**config.mk**
```make
export PLATFORM = sky130hd
export DESIGN_NAME = modbus_rtu_slave_fn4_fn6
export DESIGN_NICKNAME = d
export VERILOG_FILES = /design/src/hw/rtl/mrtu_pkg.sv /design/src/hw/rtl/mrtu_ram.sv /design/src/hw/rtl/mrtu_frame.sv /design/src/hw/rtl/mrtu_engine.sv /design/src/hw/rtl/modbus_rtu_slave_fn4_fn6.sv
export VERILOG_INCLUDE_DIRS = /design/src /design/src/hw/rtl
export SDC_FILE = /design/constraint.sdc
export NUM_CORES = 1
export LEC_CHECK = 0
export BUFFER_PORTS_ARGS = -buffer_cell sky130_fd_sc_hd__buf_4
export CAP_MARGIN = 20
export CORE_UTILIZATION = 50
export DETAILED_ROUTE_END_ITERATION = 8
export PLACE_DENSITY = 0.64
export SKIP_CTS_REPAIR_TIMING = 1
export SKIP_LAST_GASP = 1
export SLEW_MARGIN = 20
export SYNTH_ARGS = -nofsm -noshare
export SYNTH_HDL_FRONTEND = slang
export SYNTH_SLANG_ARGS = --single-unit
```
**constraint.sdc**
```tcl
create_clock -name clk -period 4.6 [get_ports clk]
set_input_delay 0.92 -clock clk [delete_from_list [all_inputs] [get_ports clk]]
set_output_delay 0.92 -clock clk [all_outputs]
set_load 0.01 [all_outputs]
```
**src/hw/rtl/modbus_rtu_slave_fn4_fn6_assert.svh**
```systemverilog
// Assertion macros for the Modbus RTU slave.
// Each expects clk and rst_n in scope.
`ifndef MODBUS_RTU_SLAVE_FN4_FN6_ASSERT_SVH
`define MODBUS_RTU_SLAVE_FN4_FN6_ASSERT_SVH
`ifndef SYNTHESIS
`define MRTU_ASSERT(lbl, prop) \
    lbl: assert property (@(posedge clk) disable iff (!rst_n) prop) \
        else $error("mrtu assertion failed");
`define MRTU_NEVER(lbl, cond) \
    lbl: assert property (@(posedge clk) disable iff (!rst_n) !(cond)) \
        else $error("mrtu forbidden condition");
`else
`define MRTU_ASSERT(lbl, prop)
`define MRTU_NEVER(lbl, cond)
`endif
`endif

```
**src/hw/rtl/mrtu_pkg.sv**
```systemverilog
package mrtu_pkg;

    localparam int FRAME_BYTES   = 8;
    localparam int BANK_WORDS_DEF = 16;

    localparam logic [7:0]  FN_READ       = 8'h04;
    localparam logic [7:0]  FN_WRITE      = 8'h06;
    localparam logic [15:0] CRC_INIT      = 16'hFFFF;
    localparam logic [15:0] CRC_POLY      = 16'hA001;
    localparam logic [15:0] BANK0_RESET   = 16'h0002;

    localparam logic [7:0]  SLAVE_ADDR_RESET = 8'd1;
    localparam logic [7:0]  GAP_TICKS_RESET  = 8'd10;

    // configuration register indexes
    localparam logic REG_SLAVE_ADDR = 1'b0;
    localparam logic REG_GAP_TICKS  = 1'b1;

    typedef enum logic [3:0] {
        ST_IDLE,
        ST_CHECK,
        ST_JUDGE,
        ST_HEAD,
        ST_RREQ,
        ST_RDAT,
        ST_WHI,
        ST_WLO,
        ST_CLO,
        ST_CHI
    } eng_state_t;

    // frame tracker -> engine
    typedef struct packed {
        logic                           done;
        logic [FRAME_BYTES-1:0][7:0]    bytes;
    } frame_t;

    // engine -> output register
    typedef struct packed {
        logic       push;
        logic [7:0] data;
        logic       last;
    } tx_t;

    // Modbus CRC-16, one byte, bit-reflected
    function automatic logic [15:0] crc16_byte(input logic [15:0] crc_in,
                                               input logic [7:0]  b);
        logic [15:0] c;
        c = crc_in ^ {8'h00, b};
        for (int i = 0; i < 8; i++) begin
            if (c[0])
                c = (c >> 1) ^ CRC_POLY;
            else
                c = c >> 1;
        end
        return c;
    endfunction

endpackage

```
**src/hw/rtl/mrtu_ram.sv**
```systemverilog
module mrtu_ram #(
    parameter int WIDTH = 16,
    parameter int DEPTH = 16,
    parameter int AW    = (DEPTH > 1) ? $clog2(DEPTH) : 1
) (
    input  logic             clk,
    input  logic             we,
    input  logic [AW-1:0]    waddr,
    input  logic [WIDTH-1:0] wdata,
    input  logic [AW-1:0]    raddr,
    output logic [WIDTH-1:0] rdata
);

    logic [WIDTH-1:0] mem [DEPTH];
    logic [WIDTH-1:0] rdata_reg;

    always_ff @(posedge clk)
    begin
        if (we)
            mem[waddr] <= wdata;
        rdata_reg <= mem[raddr];
    end

    assign rdata = rdata_reg;

endmodule

```
**src/hw/rtl/mrtu_frame.sv**
```systemverilog
module mrtu_frame
    import mrtu_pkg::*;
(
    input  logic       clk,
    input  logic       rst_n,
    input  logic       accept,
    input  logic       is_tick,
    input  logic [7:0] rx_byte,
    input  logic [7:0] gap_ticks,
    output frame_t     frame
);

    localparam int CW = $clog2(FRAME_BYTES + 1);

    logic [FRAME_BYTES-1:0][7:0] store_reg, store_next;
    logic [CW-1:0]  count_reg, count_next;
    logic [7:0]     gap_reg, gap_next;
    logic           run_reg, run_next;
    logic [7:0]     gap_inc;
    logic           done;

    assign gap_inc = gap_reg + 8'd1;

    always_comb
    begin
        store_next = store_reg;
        count_next = count_reg;
        gap_next   = gap_reg;
        run_next   = run_reg;
        done       = 1'b0;
        if (accept) begin
            if (!is_tick) begin
                if (count_reg < CW'(FRAME_BYTES)) begin
                    store_next[count_reg[CW-2:0]] = rx_byte;
                    count_next = count_reg + CW'(1);
                    run_next   = 1'b1;
                end
                gap_next = 8'd0;
            end else if (run_reg) begin
                gap_next = gap_inc;
                if (gap_inc >= gap_ticks) begin
                    done       = 1'b1;
                    run_next   = 1'b0;
                    count_next = '0;
                end
            end
        end
    end

    always_ff @(posedge clk or negedge rst_n)
    begin
        if (!rst_n) begin
            store_reg <= '0;
            count_reg <= '0;
            gap_reg   <= '0;
            run_reg   <= 1'b0;
        end else begin
            store_reg <= store_next;
            count_reg <= count_next;
            gap_reg   <= gap_next;
            run_reg   <= run_next;
        end
    end

    assign frame.done  = done;
    assign frame.bytes = store_reg;

endmodule

```
**src/hw/rtl/mrtu_engine.sv**
```systemverilog
`include "modbus_rtu_slave_fn4_fn6_assert.svh"
module mrtu_engine
    import mrtu_pkg::*;
#(
    parameter int BANK_WORDS = BANK_WORDS_DEF
) (
    input  logic       clk,
    input  logic       rst_n,
    input  frame_t     frame,
    input  logic [7:0] slave_address,
    input  logic       space,
    output logic       busy,
    output tx_t        tx
);

    localparam int AW  = (BANK_WORDS > 1) ? $clog2(BANK_WORDS) : 1;
    localparam int WCW = $clog2(BANK_WORDS + 1);

    eng_state_t state_reg, state_next;
    logic [2:0]     k_reg, k_next;
    logic [15:0]    crc_reg, crc_next;
    logic [WCW-1:0] n_reg, n_next;
    logic [WCW-1:0] j_reg, j_next;
    logic [15:0]    word_reg, word_next;
    logic [AW-1:0]  idx_reg, idx_next;
    logic           inr_reg, inr_next;
    logic           wr_reg, wr_next;
    logic [BANK_WORDS-1:0] valid_reg, valid_next;

    logic [7:0]  fn, b0;
    logic [15:0] addr16, val16, rx_crc;
    logic        ok, addr_ok;
    logic [16:0] idx_full;
    logic [7:0]  head_byte;
    logic [WCW-1:0] n_cap;
    logic        ram_we;
    logic [15:0] ram_rdata;

    assign b0      = frame.bytes[0];
    assign fn      = frame.bytes[1];
    assign addr16  = {frame.bytes[2], frame.bytes[3]};
    assign val16   = {frame.bytes[4], frame.bytes[5]};
    assign rx_crc  = {frame.bytes[7], frame.bytes[6]};
    assign addr_ok = addr16 < 16'(BANK_WORDS);
    assign ok      = (fn == FN_READ || fn == FN_WRITE) && crc_reg == rx_crc
                     && b0 == slave_address;
    assign n_cap   = (val16 > 16'(BANK_WORDS)) ? WCW'(BANK_WORDS) : val16[WCW-1:0];
    assign idx_full = {1'b0, addr16} + 17'(j_reg);
    assign ram_we  = state_reg == ST_JUDGE && ok && fn == FN_WRITE && addr_ok;

    always_comb
    begin
        unique case (k_reg)
            3'd0:    head_byte = slave_address;
            3'd1:    head_byte = fn;
            3'd2:    head_byte = wr_reg ? frame.bytes[2] : 8'({n_reg, 1'b0});
            default: head_byte = frame.bytes[k_reg];
        endcase
    end

    mrtu_ram #(.WIDTH(16), .DEPTH(BANK_WORDS), .AW(AW)) u_bank (
        .clk   (clk),
        .we    (ram_we),
        .waddr (addr16[AW-1:0]),
        .wdata (val16),
        .raddr (idx_full[AW-1:0]),
        .rdata (ram_rdata)
    );

    // next state
    always_comb
    begin
        state_next = state_reg;
        unique case (state_reg)
            ST_IDLE:  if (frame.done) state_next = ST_CHECK;
            ST_CHECK: if (k_reg == 3'd5) state_next = ST_JUDGE;
            ST_JUDGE: state_next = ok ? ST_HEAD : ST_IDLE;
            ST_HEAD:
                if (space && k_reg == (wr_reg ? 3'd5 : 3'd2))
                    state_next = (wr_reg || n_reg == '0) ? ST_CLO : ST_RREQ;
            ST_RREQ:  state_next = ST_RDAT;
            ST_RDAT:  state_next = ST_WHI;
            ST_WHI:   if (space) state_next = ST_WLO;
            ST_WLO:
                if (space)
                    state_next = (j_reg + WCW'(1) == n_reg) ? ST_CLO : ST_RREQ;
            ST_CLO:   if (space) state_next = ST_CHI;
            ST_CHI:   if (space) state_next = ST_IDLE;
            default:  state_next = ST_IDLE;
        endcase
    end

    // datapath and outputs
    always_comb
    begin
        k_next     = k_reg;
        crc_next   = crc_reg;
        n_next     = n_reg;
        j_next     = j_reg;
        word_next  = word_reg;
        idx_next   = idx_reg;
        inr_next   = inr_reg;
        wr_next    = wr_reg;
        valid_next = valid_reg;
        tx.push    = 1'b0;
        tx.data    = 8'h00;
        tx.last    = 1'b0;
        unique case (state_reg)
            ST_IDLE:
            begin
                k_next   = '0;
                crc_next = CRC_INIT;
            end
            ST_CHECK:
            begin
                crc_next = crc16_byte(crc_reg, frame.bytes[k_reg]);
                k_next   = k_reg + 3'd1;
            end
            ST_JUDGE:
            begin
                crc_next = CRC_INIT;
                k_next   = '0;
                j_next   = '0;
                n_next   = n_cap;
                wr_next  = fn == FN_WRITE;
                if (ram_we)
                    valid_next[addr16[AW-1:0]] = 1'b1;
            end
            ST_HEAD:
            begin
                tx.push = space;
                tx.data = head_byte;
                if (space) begin
                    crc_next = crc16_byte(crc_reg, head_byte);
                    k_next   = k_reg + 3'd1;
                end
            end
            ST_RREQ:
            begin
                idx_next = idx_full[AW-1:0];
                inr_next = idx_full < 17'(BANK_WORDS);
            end
            ST_RDAT:
            begin
                if (!inr_reg)
                    word_next = 16'h0000;
                else if (valid_reg[idx_reg])
                    word_next = ram_rdata;
                else
                    word_next = (idx_reg == '0) ? BANK0_RESET : 16'h0000;
            end
            ST_WHI:
            begin
                tx.push = space;
                tx.data = word_reg[15:8];
                if (space)
                    crc_next = crc16_byte(crc_reg, word_reg[15:8]);
            end
            ST_WLO:
            begin
                tx.push = space;
                tx.data = word_reg[7:0];
                if (space) begin
                    crc_next = crc16_byte(crc_reg, word_reg[7:0]);
                    j_next   = j_reg + WCW'(1);
                end
            end
            ST_CLO:
            begin
                tx.push = space;
                tx.data = crc_reg[7:0];
            end
            ST_CHI:
            begin
                tx.push = space;
                tx.data = crc_reg[15:8];
                tx.last = 1'b1;
            end
            default: ;
        endcase
    end

    always_ff @(posedge clk or negedge rst_n)
    begin
        if (!rst_n) begin
            state_reg <= ST_IDLE;
            valid_reg <= '0;
        end else begin
            state_reg <= state_next;
            valid_reg <= valid_next;
        end
    end

    always_ff @(posedge clk)
    begin
        k_reg    <= k_next;
        crc_reg  <= crc_next;
        n_reg    <= n_next;
        j_reg    <= j_next;
        word_reg <= word_next;
        idx_reg  <= idx_next;
        inr_reg  <= inr_next;
        wr_reg   <= wr_next;
    end

    assign busy = state_reg != ST_IDLE;

    `MRTU_ASSERT(a_rdat_after_req, state_reg == ST_RDAT |-> $past(state_reg) == ST_RREQ)
    `MRTU_NEVER(a_done_while_busy, frame.done && busy)
    `MRTU_ASSERT(a_last_ends_reply, tx.push && tx.last |=> state_reg == ST_IDLE)

endmodule

```
**src/hw/rtl/modbus_rtu_slave_fn4_fn6.sv**
```systemverilog
// Modbus RTU slave for function 4 (read input words) and function 6 (write
// single word). Each input transaction is a received byte (s_tuser = 0) or a
// timer tick (s_tuser = 1). Bytes fill an 8-byte frame buffer; further bytes
// are dropped and the buffer is never cleared, so short frames are checked
// against stale contents. Any byte restarts the silence count; once
// frame_gap_ticks ticks pass after the last byte the frame is checked: the
// function code must be 4 or 6, the CRC-16 over bytes 0..5 must match bytes
// 6..7, and byte 0 must equal slave_address. Replies leave on the master
// side one byte per transaction, m_tlast on the second CRC byte. The
// block stalls input while it checks and answers a frame: byte-serial CRC
// over bytes 0..5 and a judge step, then the header bytes, for each word
// read a bank RAM read request, the read data and two data bytes, then the
// two CRC bytes; the reply stalls while the output register is full and
// m_tready is low. A rejected frame gets no reply. Word bank contents after
// reset: word 0 is 2, others 0. Configuration writes are taken at any time.
module modbus_rtu_slave_fn4_fn6
    import mrtu_pkg::*;
#(
    parameter int BANK_WORDS = BANK_WORDS_DEF
) (
    input  logic       clk,
    input  logic       rst_n,
    // configuration: 0 slave_address, 1 frame_gap_ticks
    input  logic       cfg_we,
    input  logic [0:0] cfg_index,
    input  logic [7:0] cfg_data,
    // receive side
    input  logic       s_tvalid,
    output logic       s_tready,
    input  logic [7:0] s_tdata,    // [7:0] rx_byte
    input  logic [0:0] s_tuser,    // [0] func: 0 byte, 1 tick
    // reply side
    output logic       m_tvalid,
    input  logic       m_tready,
    output logic [7:0] m_tdata,    // [7:0] tx_byte
    output logic       m_tlast
);

    logic [7:0] slave_addr_reg, gap_ticks_reg;
    logic       out_valid_reg;
    logic [7:0] out_data_reg;
    logic       out_last_reg;
    logic       busy;
    logic       space;
    logic       in_accept;
    frame_t     frame;
    tx_t        tx;

    // configuration registers
    always_ff @(posedge clk or negedge rst_n)
    begin
        if (!rst_n) begin
            slave_addr_reg <= SLAVE_ADDR_RESET;
            gap_ticks_reg  <= GAP_TICKS_RESET;
        end else if (cfg_we) begin
            unique case (cfg_index)
                REG_SLAVE_ADDR: slave_addr_reg <= cfg_data;
                REG_GAP_TICKS:  gap_ticks_reg  <= cfg_data;
                default: ;
            endcase
        end
    end

    // input is taken only while no frame is being answered
    assign s_tready  = !busy;
    assign in_accept = s_tvalid && s_tready;

    mrtu_frame u_frame (
        .clk       (clk),
        .rst_n     (rst_n),
        .accept    (in_accept),
        .is_tick   (s_tuser[0]),
        .rx_byte   (s_tdata),
        .gap_ticks (gap_ticks_reg),
        .frame     (frame)
    );

    mrtu_engine #(.BANK_WORDS(BANK_WORDS)) u_engine (
        .clk           (clk),
        .rst_n         (rst_n),
        .frame         (frame),
        .slave_address (slave_addr_reg),
        .space         (space),
        .busy          (busy),
        .tx            (tx)
    );

    // output register: reloads whenever empty or being drained
    assign space = !out_valid_reg || m_tready;

    always_ff @(posedge clk or negedge rst_n)
    begin
        if (!rst_n)
            out_valid_reg <= 1'b0;
        else if (space)
            out_valid_reg <= tx.push;
    end

    always_ff @(posedge clk)
    begin
        if (tx.push) begin
            out_data_reg <= tx.data;
            out_last_reg <= tx.last;
        end
    end

    assign m_tvalid = out_valid_reg;
    assign m_tdata  = out_data_reg;
    assign m_tlast  = out_last_reg;

endmodule
```
Word-level counts from Yosys, hierarchy flattened
Memory sizes are Yosys's and may differ from the RTL's. A register that Yosys moved wholly into a read port is not among the register bits.
Cells that the tools add are included.
Storage, ports and cells
  memory bits (writable): 256
  output and inout bits: 11
  logic and storage cells: 277
  bits in latches: 0
  bits in read-only memories: 0
  memories: 1
  register bits after elaboration: 174
Operators by class
  divide/modulo/power cells: 0
  add/sub/neg operators: 5
  bitwise logic cells: 39
  shifts and indexed selects: 0
  $mul: 0
  equality and inequality tests: 28
  muxes and demuxes: 132
  magnitude comparators: 11
  reduce and logical (&&, ||, !) cells: 35
Memories
  u_engine.u_bank.mem: depth 16, bits a word 16, rd ports 1, clocked after memory_dff 1, wr ports 1, RTL line mrtu_ram.sv:14  | logic [WIDTH-1:0] mem [DEPTH];
Operators with widths (number)
  two-way mux 16 bit: 85
  inverter 2 -> 3 bit: 32
  case mux 16 bit (5 select lines): 1
  bitwise mux 64 bit: 1
  bitwise XOR 16 x 8 -> 16 bit: 4
  two-way mux 4 bit: 13
  case mux 9 bit (5 select lines): 1
  two-way mux 8 bit: 5
  case mux 4 bit (10 select lines): 1
  binary-select mux 8 bit (select 3 bit): 1
  demux 8 bit (select 3 bit): 1
  case mux 8 bit (3 select lines): 1
  inequality test 2 x 1 -> 1 bit, second input constant: 9
  adder 16 x 5 -> 17 bit: 1
  < comparator 17 x 5 -> 1 bit, second input constant: 1
  == test 16 bit: 1
  == test 4 x 3 -> 1 bit, second input constant: 4
  == test 8 x 3 -> 1 bit, second input constant: 2
  greater-than comparator 16 x 5 -> 1 bit, second input constant: 1
  < comparator 16 x 5 -> 1 bit, second input constant: 1
  OR 16 bit: 1
  AND reduction 2 bit: 7
  two-way mux 1 bit: 13
  < comparator 4 x 5 -> 1 bit, second input constant: 2
  41 further kinds: 61

Longest topological paths before layout
Gate-level depths: netlist of run 1.
  word-level depth: 36
  gate-level depth with buffers: 15
  mapped depth without buffers: 12

Hierarchy
Synthesis of run 1 repeated with hierarchy kept, for this count alone.
Unflattened totals
  cells, all modules: 1327
  area, all modules: 20589.7 um^2
By module, submodules not included
  mrtu_ram: area an instance 10042.1 um^2, cells an instance 432, instances 1
  mrtu_engine: area an instance 6127.1 um^2, cells an instance 607, instances 1
  mrtu_frame: area an instance 3457.1 um^2, cells an instance 239, instances 1
  modbus_rtu_slave_fn4_fn6: area an instance 963.4 um^2, cells an instance 49, instances 1

Worst setup path before layout of run 1
No wires, ideal clock.
  path kind: flip-flop to flip-flop
  from: register u_frame.store_reg, in the netlist u_frame.frame[12]
  to: memory u_engine.u_bank.mem[0][0], enable pin
  slack: 0.874 ns
  required time: 4.189 ns
  setup time: 0.411 ns
  arrival: 3.315 ns
  period minus slack after synthesis: 3.726 ns
  stages on the path, launching flop included: 8
  cell sequence: dfrtp_1 or4b_2 nor4_1 nand2_1 nor3_1 nand2_1 or3_1 nor3_1
On the way
  longest elaborated chain between the ends: 9
  elaborated cells on any way between the ends: 10
  classes of those cells: 2 x eq/ne; 2 x mux; 6 x reduce/logical
Ends and longest elaborated chain
  start, declared: RTL line mrtu_frame.sv:15  | logic [FRAME_BYTES-1:0][7:0] store_reg, store_next;
  start signal, assigned: RTL line mrtu_frame.sv:58  | store_reg <= store_next;
  == test 8 x 3 -> 1 bit (on tied branches): RTL line mrtu_engine.sv:45, mrtu_engine.sv:49
  logical OR 1 bit: RTL line mrtu_engine.sv:45  | assign ok = (fn == FN_READ || fn == FN_WRITE) && crc_reg == rx_crc
  logical AND 1 bit: RTL line mrtu_engine.sv:45
  logical AND 1 bit: RTL line mrtu_engine.sv:46  | && b0 == slave_address;
  logical AND 1 bit: RTL line mrtu_engine.sv:49  | assign ram_we = state_reg == ST_JUDGE && ok && fn == FN_WRITE && addr_ok;
  logical AND 1 bit * (2 in a row): RTL line mrtu_engine.sv:49
  two-way mux 1 bit *: RTL line mrtu_ram.sv:19  | if (we)
  two-way mux 1 bit (implied by the code) *: RTL line mrtu_ram.sv:20  | mem[waddr] <= wdata;
  end, declared: RTL line mrtu_ram.sv:14
Every way passes the cells marked *; elsewhere a longest branch is shown, timed or not.

Worst setup path in the final report of run 1
  from: register u_engine.k_reg[1]
  to: register u_engine.crc_reg[0], data pin
On the way
  longest elaborated chain between the ends: 29
  elaborated cells on any way between the ends: 61
  classes of those cells: 2 x eq/ne; 42 x mux; 16 x bitwise; 1 x reduce/logical
Ends and longest elaborated chain
  start, declared: RTL line mrtu_engine.sv:20  | logic [2:0] k_reg, k_next;
  start signal, assigned: RTL line mrtu_engine.sv:196  | k_reg <= k_next;
  binary-select mux 8 bit (select 3 bit): RTL line mrtu_engine.sv:57, mrtu_engine.sv:116
  two-way mux 8 bit (implied by the code): RTL line mrtu_engine.sv:57, mrtu_engine.sv:116
  case mux 8 bit (3 select lines): RTL line mrtu_engine.sv:53  | unique case (k_reg)
  bitwise XOR 16 x 8 -> 16 bit: RTL line mrtu_pkg.sv:49  | c = crc_in ^ {8'h00, b};
  two-way mux 16 bit or inverter 2 -> 3 bit (tied branches)
  two-way mux 16 bit (on tied branches): RTL line mrtu_engine.sv:133, mrtu_pkg.sv:51
  two-way mux 16 bit (on tied branches): RTL line mrtu_engine.sv:108, mrtu_engine.sv:133
  two-way mux 16 bit (tied with other cells): RTL line mrtu_pkg.sv:51  | if (c[0])
  (+14 left out)
  inverter 2 -> 3 bit (no line) or two-way mux 16 bit (tied branches)
  two-way mux 16 bit: RTL line mrtu_pkg.sv:51
  two-way mux 16 bit: RTL line mrtu_engine.sv:133  | if (space) begin
  two-way mux 16 bit: RTL line mrtu_engine.sv:108  | unique case (state_reg)
  two-way mux 16 bit: RTL line mrtu_pkg.sv:51
  two-way mux 16 bit: RTL line mrtu_engine.sv:133
  case mux 16 bit (5 select lines) *: RTL line mrtu_engine.sv:108
  net u_engine.crc_next[0]: RTL line mrtu_engine.sv:21  | logic [15:0] crc_reg, crc_next;
  end signal, assigned: RTL line mrtu_engine.sv:197  | crc_reg <= crc_next;
  end, declared: RTL line mrtu_engine.sv:21
Mark *: on every way through the listed nets, which the timed path passes. The rest lies on a longest branch. The select of a mux whose other input is x is not followed.
A chain may end at the register's enable or synchronous reset.

==> results of run 1 <==
==> per-layer routing <==
metal / GRT usage (%) / routed length (um)
met1: 33.7 / 20700
met3: 3.71 / 2540
met5: 0 / 0
met4: 8.27 / 1210
met2: 40.5 / 24100
==> synthesized netlist by cell type, types with 7 or more instances <==
library cell  instances  area (um2)
a211oi_1              7        52.6
a21o_1               12        90.1
a21oi_1              35         175
a22o_1               12         105
a22oi_1              12        90.1
and2_1                7        43.8
and3_1               19         119
buf_1                 7        26.3
clkbuf_1             40         150
dfrtp_1             111        2780
dfxtp_1              16         320
edfxtp_1            316        9490
ha_1                 20         250
inv_1                20        75.1
mux2_2               82         923
mux4_2               97        2180
nand2_1              38         143
nand2b_1             18         113
nand3_1              16        80.1
nor2_1               67         251
nor2b_1               7        43.8
nor3_1               18        90.1
nor4_1               14        87.6
o21ai_0              28         140
o22ai_1               8        50.1
or2_2                18         113
xnor2_1              75         657
xor2_1               54         473
==> final timing paths <==
path                                        from               endpoint  slack, ns  cells past startpoint
setup reg to reg               u_engine.k_reg[1]    u_engine.crc_reg[0]       0.78                     10
setup / recovery               u_engine.k_reg[1]    u_engine.crc_reg[0]       0.78                     10
hold / removal                             rst_n     u_frame.gap_reg[1]       0.41                      1
min in group clk           u_engine.valid_reg[4]  u_engine.valid_reg[4]       0.47                      1
hold reg to reg            u_engine.valid_reg[4]  u_engine.valid_reg[4]       0.47                      1
max in group asynchronous                  rst_n   u_frame.count_reg[0]       3.24                      2
==> placed cells by master (no fill, tap or decap), drive strengths merged, types with 8 or more instances in the layout <==
master and instances:
nand2 38, o21ai 30, a22oi 12, nor2 67, nor4 14, xnor2 76, nand2b 18, inv 23
clkbuf 59, xor2 55, or2 18, and2 8, nand3 16, and3 19, dfxtp 16, clkinv 21
dfrtp 111, mux2 82, a22o 12, a21oi 35, nor3 20, ha 20, o22ai 8, edfxtp 316
a21o 12, buf 72, mux4 103
==> kinds of logic after synthesis <==
kind of cell / count (synthesis) / share of synthesized area, %
xor gates and xnor gates: 132 / 5.91
muxes: 192 / 16.7
AOI/OAI and AO/OA: 157 / 5.35
and+or+nand+nor: 244 / 6.24
DFF: 446 / 63.0
adders and majority gates: 21 / 1.34
buffers and inverters: 74 / 1.50
==> layout make-up <==
| type | instances | area (um2) | share of cell area, % |
|---|---|---|---|
| clock buffers | 59 | 1270 | 5.58 |
| clock inverters | 31 | 349 | 1.53 |
| inverters | 20 | 75.1 | 0.329 |
| multi-input cells | 746 | 7250 | 31.8 |
| flip-flops and latches | 446 | 12700 | 55.5 |
| well taps | 525 | 657 | 2.88 |
| repair buffers | 72 | 553 | 2.42 |
==> through the flow <==
step / std cells / worst slack [ns] / hold WS (ns) / cell area [um2]
finish: 1899 / 0.785 / 0.412 / 22800
global route: 1899 / 0.625 / 0.470 / 22800
CTS: 1899 / 0.822 / 0.433 / 22800
detailed placement: 1809 / 0.849 / 0.452 / 21200
global placement: 1809 / 0.859 / 0.448 / 21200
floorplan: 1266 / 0.874 / 0.434 / 20100
==> where the power goes <==
group	total (mW)	internal [mW]	switching, mW
Sequential	6.47	5.32	1.14
Combinational	6.91	3.42	3.49
Clock	3.91	2.27	1.64
==> flow_summary.yaml, run 1 <==
cells_and_area:
  nNetsFinal: 1378
  syn2layout_area_growth_pct: 13.5
  antennaDiodeCount: 0
  n_fill_cell: 3111
  largest_reg_flops: 256
  top_register: "u_engine.u_bank.mem"
  drive_gt1_share_pct: 27.7
  final_util_pct: 57.4
yosys:
  synthDistinctLibCells: 76
  syn_inst: 1266
  synth_edf_count: 316
  syn_area_mm2: 0.0201
  syn_nets: 1310
  syn_area_per_cell_um2: 15.9
  synth_top_flop_cell: "edfxtp_1"
  yosys_warnings: 0
  seq_area_frac_synth_pct: 63.0
  synth-async-reset-ratio_pct: 25.6
  synth_seq_cells: 446
global_route:
  grt_max_degree: 66
  antenna_found_initial: 0
  grt_pass1_wl_um: 74600
  grt_pass1_vias: 11700
  grt_usage_pct: 24.6
  overflow: 0
setup_path:
  cp_common_cell: "xnor2_1"
  cp_slowest_stage_delay_ns: 0.80
  critPathCaptureType: "register"
  crit_fanout: 15
  crit_path_start_kind: "register"
  critPathKind: "reg2reg"
  critical_path_arrival_ns: 4.16
  crit_required_ns: 4.94
  slowest_stage: "edfxtp_1"
  path_buf_inv: 0
  crit_path_cell_trace: "mux4_2 -> mux2i_4 -> xor2_2 -> xnor2_1 -> xnor2_2 -> xor3_2 -> xnor2_1 -> a2111o_1 -> a21oi_1 -> o2bb2ai_1"
  critPathTopFamily: "XOR/XNOR gates"
power_and_ir_drop:
  power_density_mw_per_mm2: 758
  leakage_nw: 8.32
  peakVddDrop_mv: 0.444
  p_total_mw: 17.3
timing:
  finalSetupTns_ns: 0
  period_share_pct: 82.9
  clock_skew_ns: 0.0233
  hold_viol_final: 0
  max_freq_mhz: 262
  slew_headroom_pct: 39.3
  final.min_clock_period_ns: 3.82
  rsz0062_at_grt: "false"
  setup-violations-final: 0
  tightest_slew_ns: 0.909
  drv_slew: 0
floorplanning:
  fp.dieH_um: 203
  dieWidth_um: 203
  die_area_mm2: 0.0410
  initial_core_util_pct: 50.6
  row_count: 73
  core-area_mm2: 0.0397
  io-pin-count: 34
clock_network:
  cts_buffers: 48
  cts_sinks: 446
  clkTransAtPathRegs_ns: 0.06
  root_buffer: "clkbuf_16"
  cts_tree: "done"
  htreeDepth: 2
  clock_tree.buffer_depth: 3
  insertion_delay_ns: 0.61
route:
  wl_um: 48600
  first_pass_iters: 6
  vias_per_cell: 6.00
  first_iter_violations: 820
  final_antenna_net_count: 0
  wl_per_cell_um: 25.6
  via_count: 11400
  route.detailed.drc: 0
flow_run:
  timing.max_cap.violations: 0
worst_hold_path:
  hp-class: "in2async"
placed_design:
  dp_hpwl_um: 33500
  gp_congestion: 0.929
  portBuffers: 33
status:
  outcome: "complete, no violations"
No activity file was read; power rests on OpenSTA's default activity.
==> run 2, diff against run 1 <==
--- a/config.mk
+++ b/config.mk
@@ -10,7 +10,7 @@
 export CAP_MARGIN = 20
 export CORE_UTILIZATION = 50
 export DETAILED_ROUTE_END_ITERATION = 8
-export PLACE_DENSITY = 0.64
+export PLACE_DENSITY = 0.66
 export SKIP_CTS_REPAIR_TIMING = 1
 export SKIP_LAST_GASP = 1
 export SLEW_MARGIN = 20
==> constraint.sdc (replaced) <==
create_clock -name clk -period 3.16 [get_ports clk]
set_input_delay 0.632 -clock clk [delete_from_list [all_inputs] [get_ports clk]]
set_output_delay 0.632 -clock clk [all_outputs]
set_load 0.01 [all_outputs]
==> run 2 against run 1 <==
  * The run now ends with negative setup slack left
  * Sequential share of layout area is 2.4 points lower
  * Die area stayed put
  * Wire length is 2.4% higher
  * Fmax is 13% higher
  * Worst setup slack worse by 1.0 ns
  * Clock-buffer cell count is 6 higher
  * Clock skew is 0.0053 ns lower
  * Sequential power is 33% higher
  * Largest power group unchanged
==> flow_summary.yaml, run 2 (synthesized netlist as in run 1, its figures left out) <==
status:
  outcome: "complete, but fails checks"
  violations: "negative setup slack"
route:
  final_antenna_net_count: 0
  via_count: 12000
  first_iter_violations: 993
  vias_per_cell: 5.91
  wl_um: 49700
  wl_per_cell_um: 24.6
  first_pass_iters: 7
  route.detailed.drc: 0
setup_path:
  crit_fanout: 4
  critPathCaptureType: "register"
  critPathTopFamily: "XOR/XNOR gates"
  path_buf_inv: 2
  crit_path_start_kind: "register"
  cp_slowest_stage_delay_ns: 0.50
  crit_required_ns: 3.49
  crit_path_cell_trace: "buf_6 -> buf_4 -> mux4_2 -> mux2i_4 -> xor2_2 -> xnor2_2 -> xnor2_2 -> xor3_2 -> xnor2_2 -> a2111o_1 -> a21oi_2 -> o2bb2ai_1"
  cp_common_cell: "xnor2_2"
  critPathKind: "reg2reg"
  slowest_stage: "xor3_2"
  critical_path_arrival_ns: 3.72
global_route:
  grt_max_degree: 66
  grt_usage_pct: 25.1
  grt_pass1_wl_um: 75400
  overflow: 0
  antenna_found_initial: 1
  grt_pass1_vias: 12100
timing:
  whs_ns: 0.0394
  period_share_pct: 107
  setup-violations-final: 2
  hold_viol_final: 0
  slew_headroom_pct: 42.1
  finalSetupTns_ns: -0.256
  max_freq_mhz: 296
  rsz0062_at_grt: "true"
  tightest_slew_ns: 0.865
  drv_slew: 0
  clock_skew_ns: 0.0181
  fin_ws_ns: -0.223
  final.min_clock_period_ns: 3.38
power_and_ir_drop:
  power_density_mw_per_mm2: 1090
  leakage_nw: 8.92
  intPower_mw: 16.8
  p_sw_share_pct: 35.4
  pwr-share-clk_pct: 20.0
  peakVddDrop_mv: 0.736
  seq_power_share_pct: 32.9
  p_comb_share_pct: 47.1
  p_total_mw: 26.1
  p_sw_mw: 9.23
floorplanning:
  die_area_mm2: 0.0410
  io-pin-count: 34
  initial_core_util_pct: 50.6
  dieWidth_um: 203
  core-area_mm2: 0.0397
  row_count: 73
  fp.dieH_um: 203
placed_design:
  place_inst: 1925
  dp_hpwl_um: 34600
  gp_congestion: 0.973
  portBuffers: 33
clock_network:
  htreeDepth: 2
  clock_tree.buffer_depth: 3
  root_buffer: "clkbuf_16"
  cts_tree: "done"
  clkTransAtPathRegs_ns: 0.06
  cts_buffers: 46
  cts_sinks: 446
  insertion_delay_ns: 0.58
cells_and_area:
  largest_reg_flops: 256
  drive_gt1_share_pct: 34.3
  layout_commonest_cell: "edfxtp_1"
  nNetsFinal: 1501
  top_register: "u_engine.u_bank.mem"
  layout_common_cells: "edfxtp_1 (316), buf_4 (173), dfrtp_1 (110)"
  syn2layout_area_growth_pct: 18.7
  final_cells: 2021
flow_run:
  timing.max_cap.violations: 0
worst_hold_path:
  hp-class: "in2async"
==> run 2: path summary, 6_finish.rpt <==
check / start / end / slack, ns / cells past startpoint
max reg2reg: u_engine.k_reg[1] / u_engine.crc_reg[0] / -0.22 / 12
min reg2reg: u_engine.valid_reg[4] / u_engine.valid_reg[4] / 0.47 / 1
min: rst_n / u_frame.gap_reg[1] / 0.04 / 1
max: u_engine.k_reg[1] / u_engine.crc_reg[0] / -0.22 / 12
max in group asynchronous: rst_n / u_engine.valid_reg[4] / 2.36 / 2
min in group clk: cfg_data[0] / gap_ticks_reg[0] / 0.30 / 2
==> run 2: cell type report <==
type / instances / area, um2
fillers: 3031 / 15900
inverters: 20 / 75.1
clock inverters: 21 / 188
multi-input cells: 746 / 7330
diodes: 1 / 2.50
repair buffers: 197 / 1700
flip-flops and latches: 446 / 12700
well taps: 525 / 657
clock buffers: 65 / 1250
==> run 2: power groups by stage <==
stage / Combinational [mW] / Clock, mW / Sequential [mW]
2_1_floorplan: 8.09 / 0 / 8.56
3_3_place_gp: 11.9 / 0 / 8.66
3_5_place_dp: 12.1 / 0 / 8.68
4_1_cts: 12.1 / 5.31 / 8.57
5_1_grt: 13.2 / 5.54 / 8.66
6_report: 12.3 / 5.22 / 8.58
==> run 2: through the flow <==
step	setup WS [ns]	util [%]	cell area [um2]
global route	-0.382	60.1	23900
floorplan	-0.114	-	20200
global placement	-0.222	56.1	22300
detailed placement	-0.221	56.1	22300
finish	-0.223	60.1	23900
CTS	-0.223	59.7	23700
==> run 2: per-layer routing <==
layer | share of wire (%) | vias up | global-route usage (%)
met5 | 0 | - | 0
li1 | - | 5324 | -
met2 | 49 | 392 | 41.5
met1 | 42 | 6145 | 34.1
met4 | 3.2 | 0 | 9.10
met3 | 5.8 | 93 | 3.82
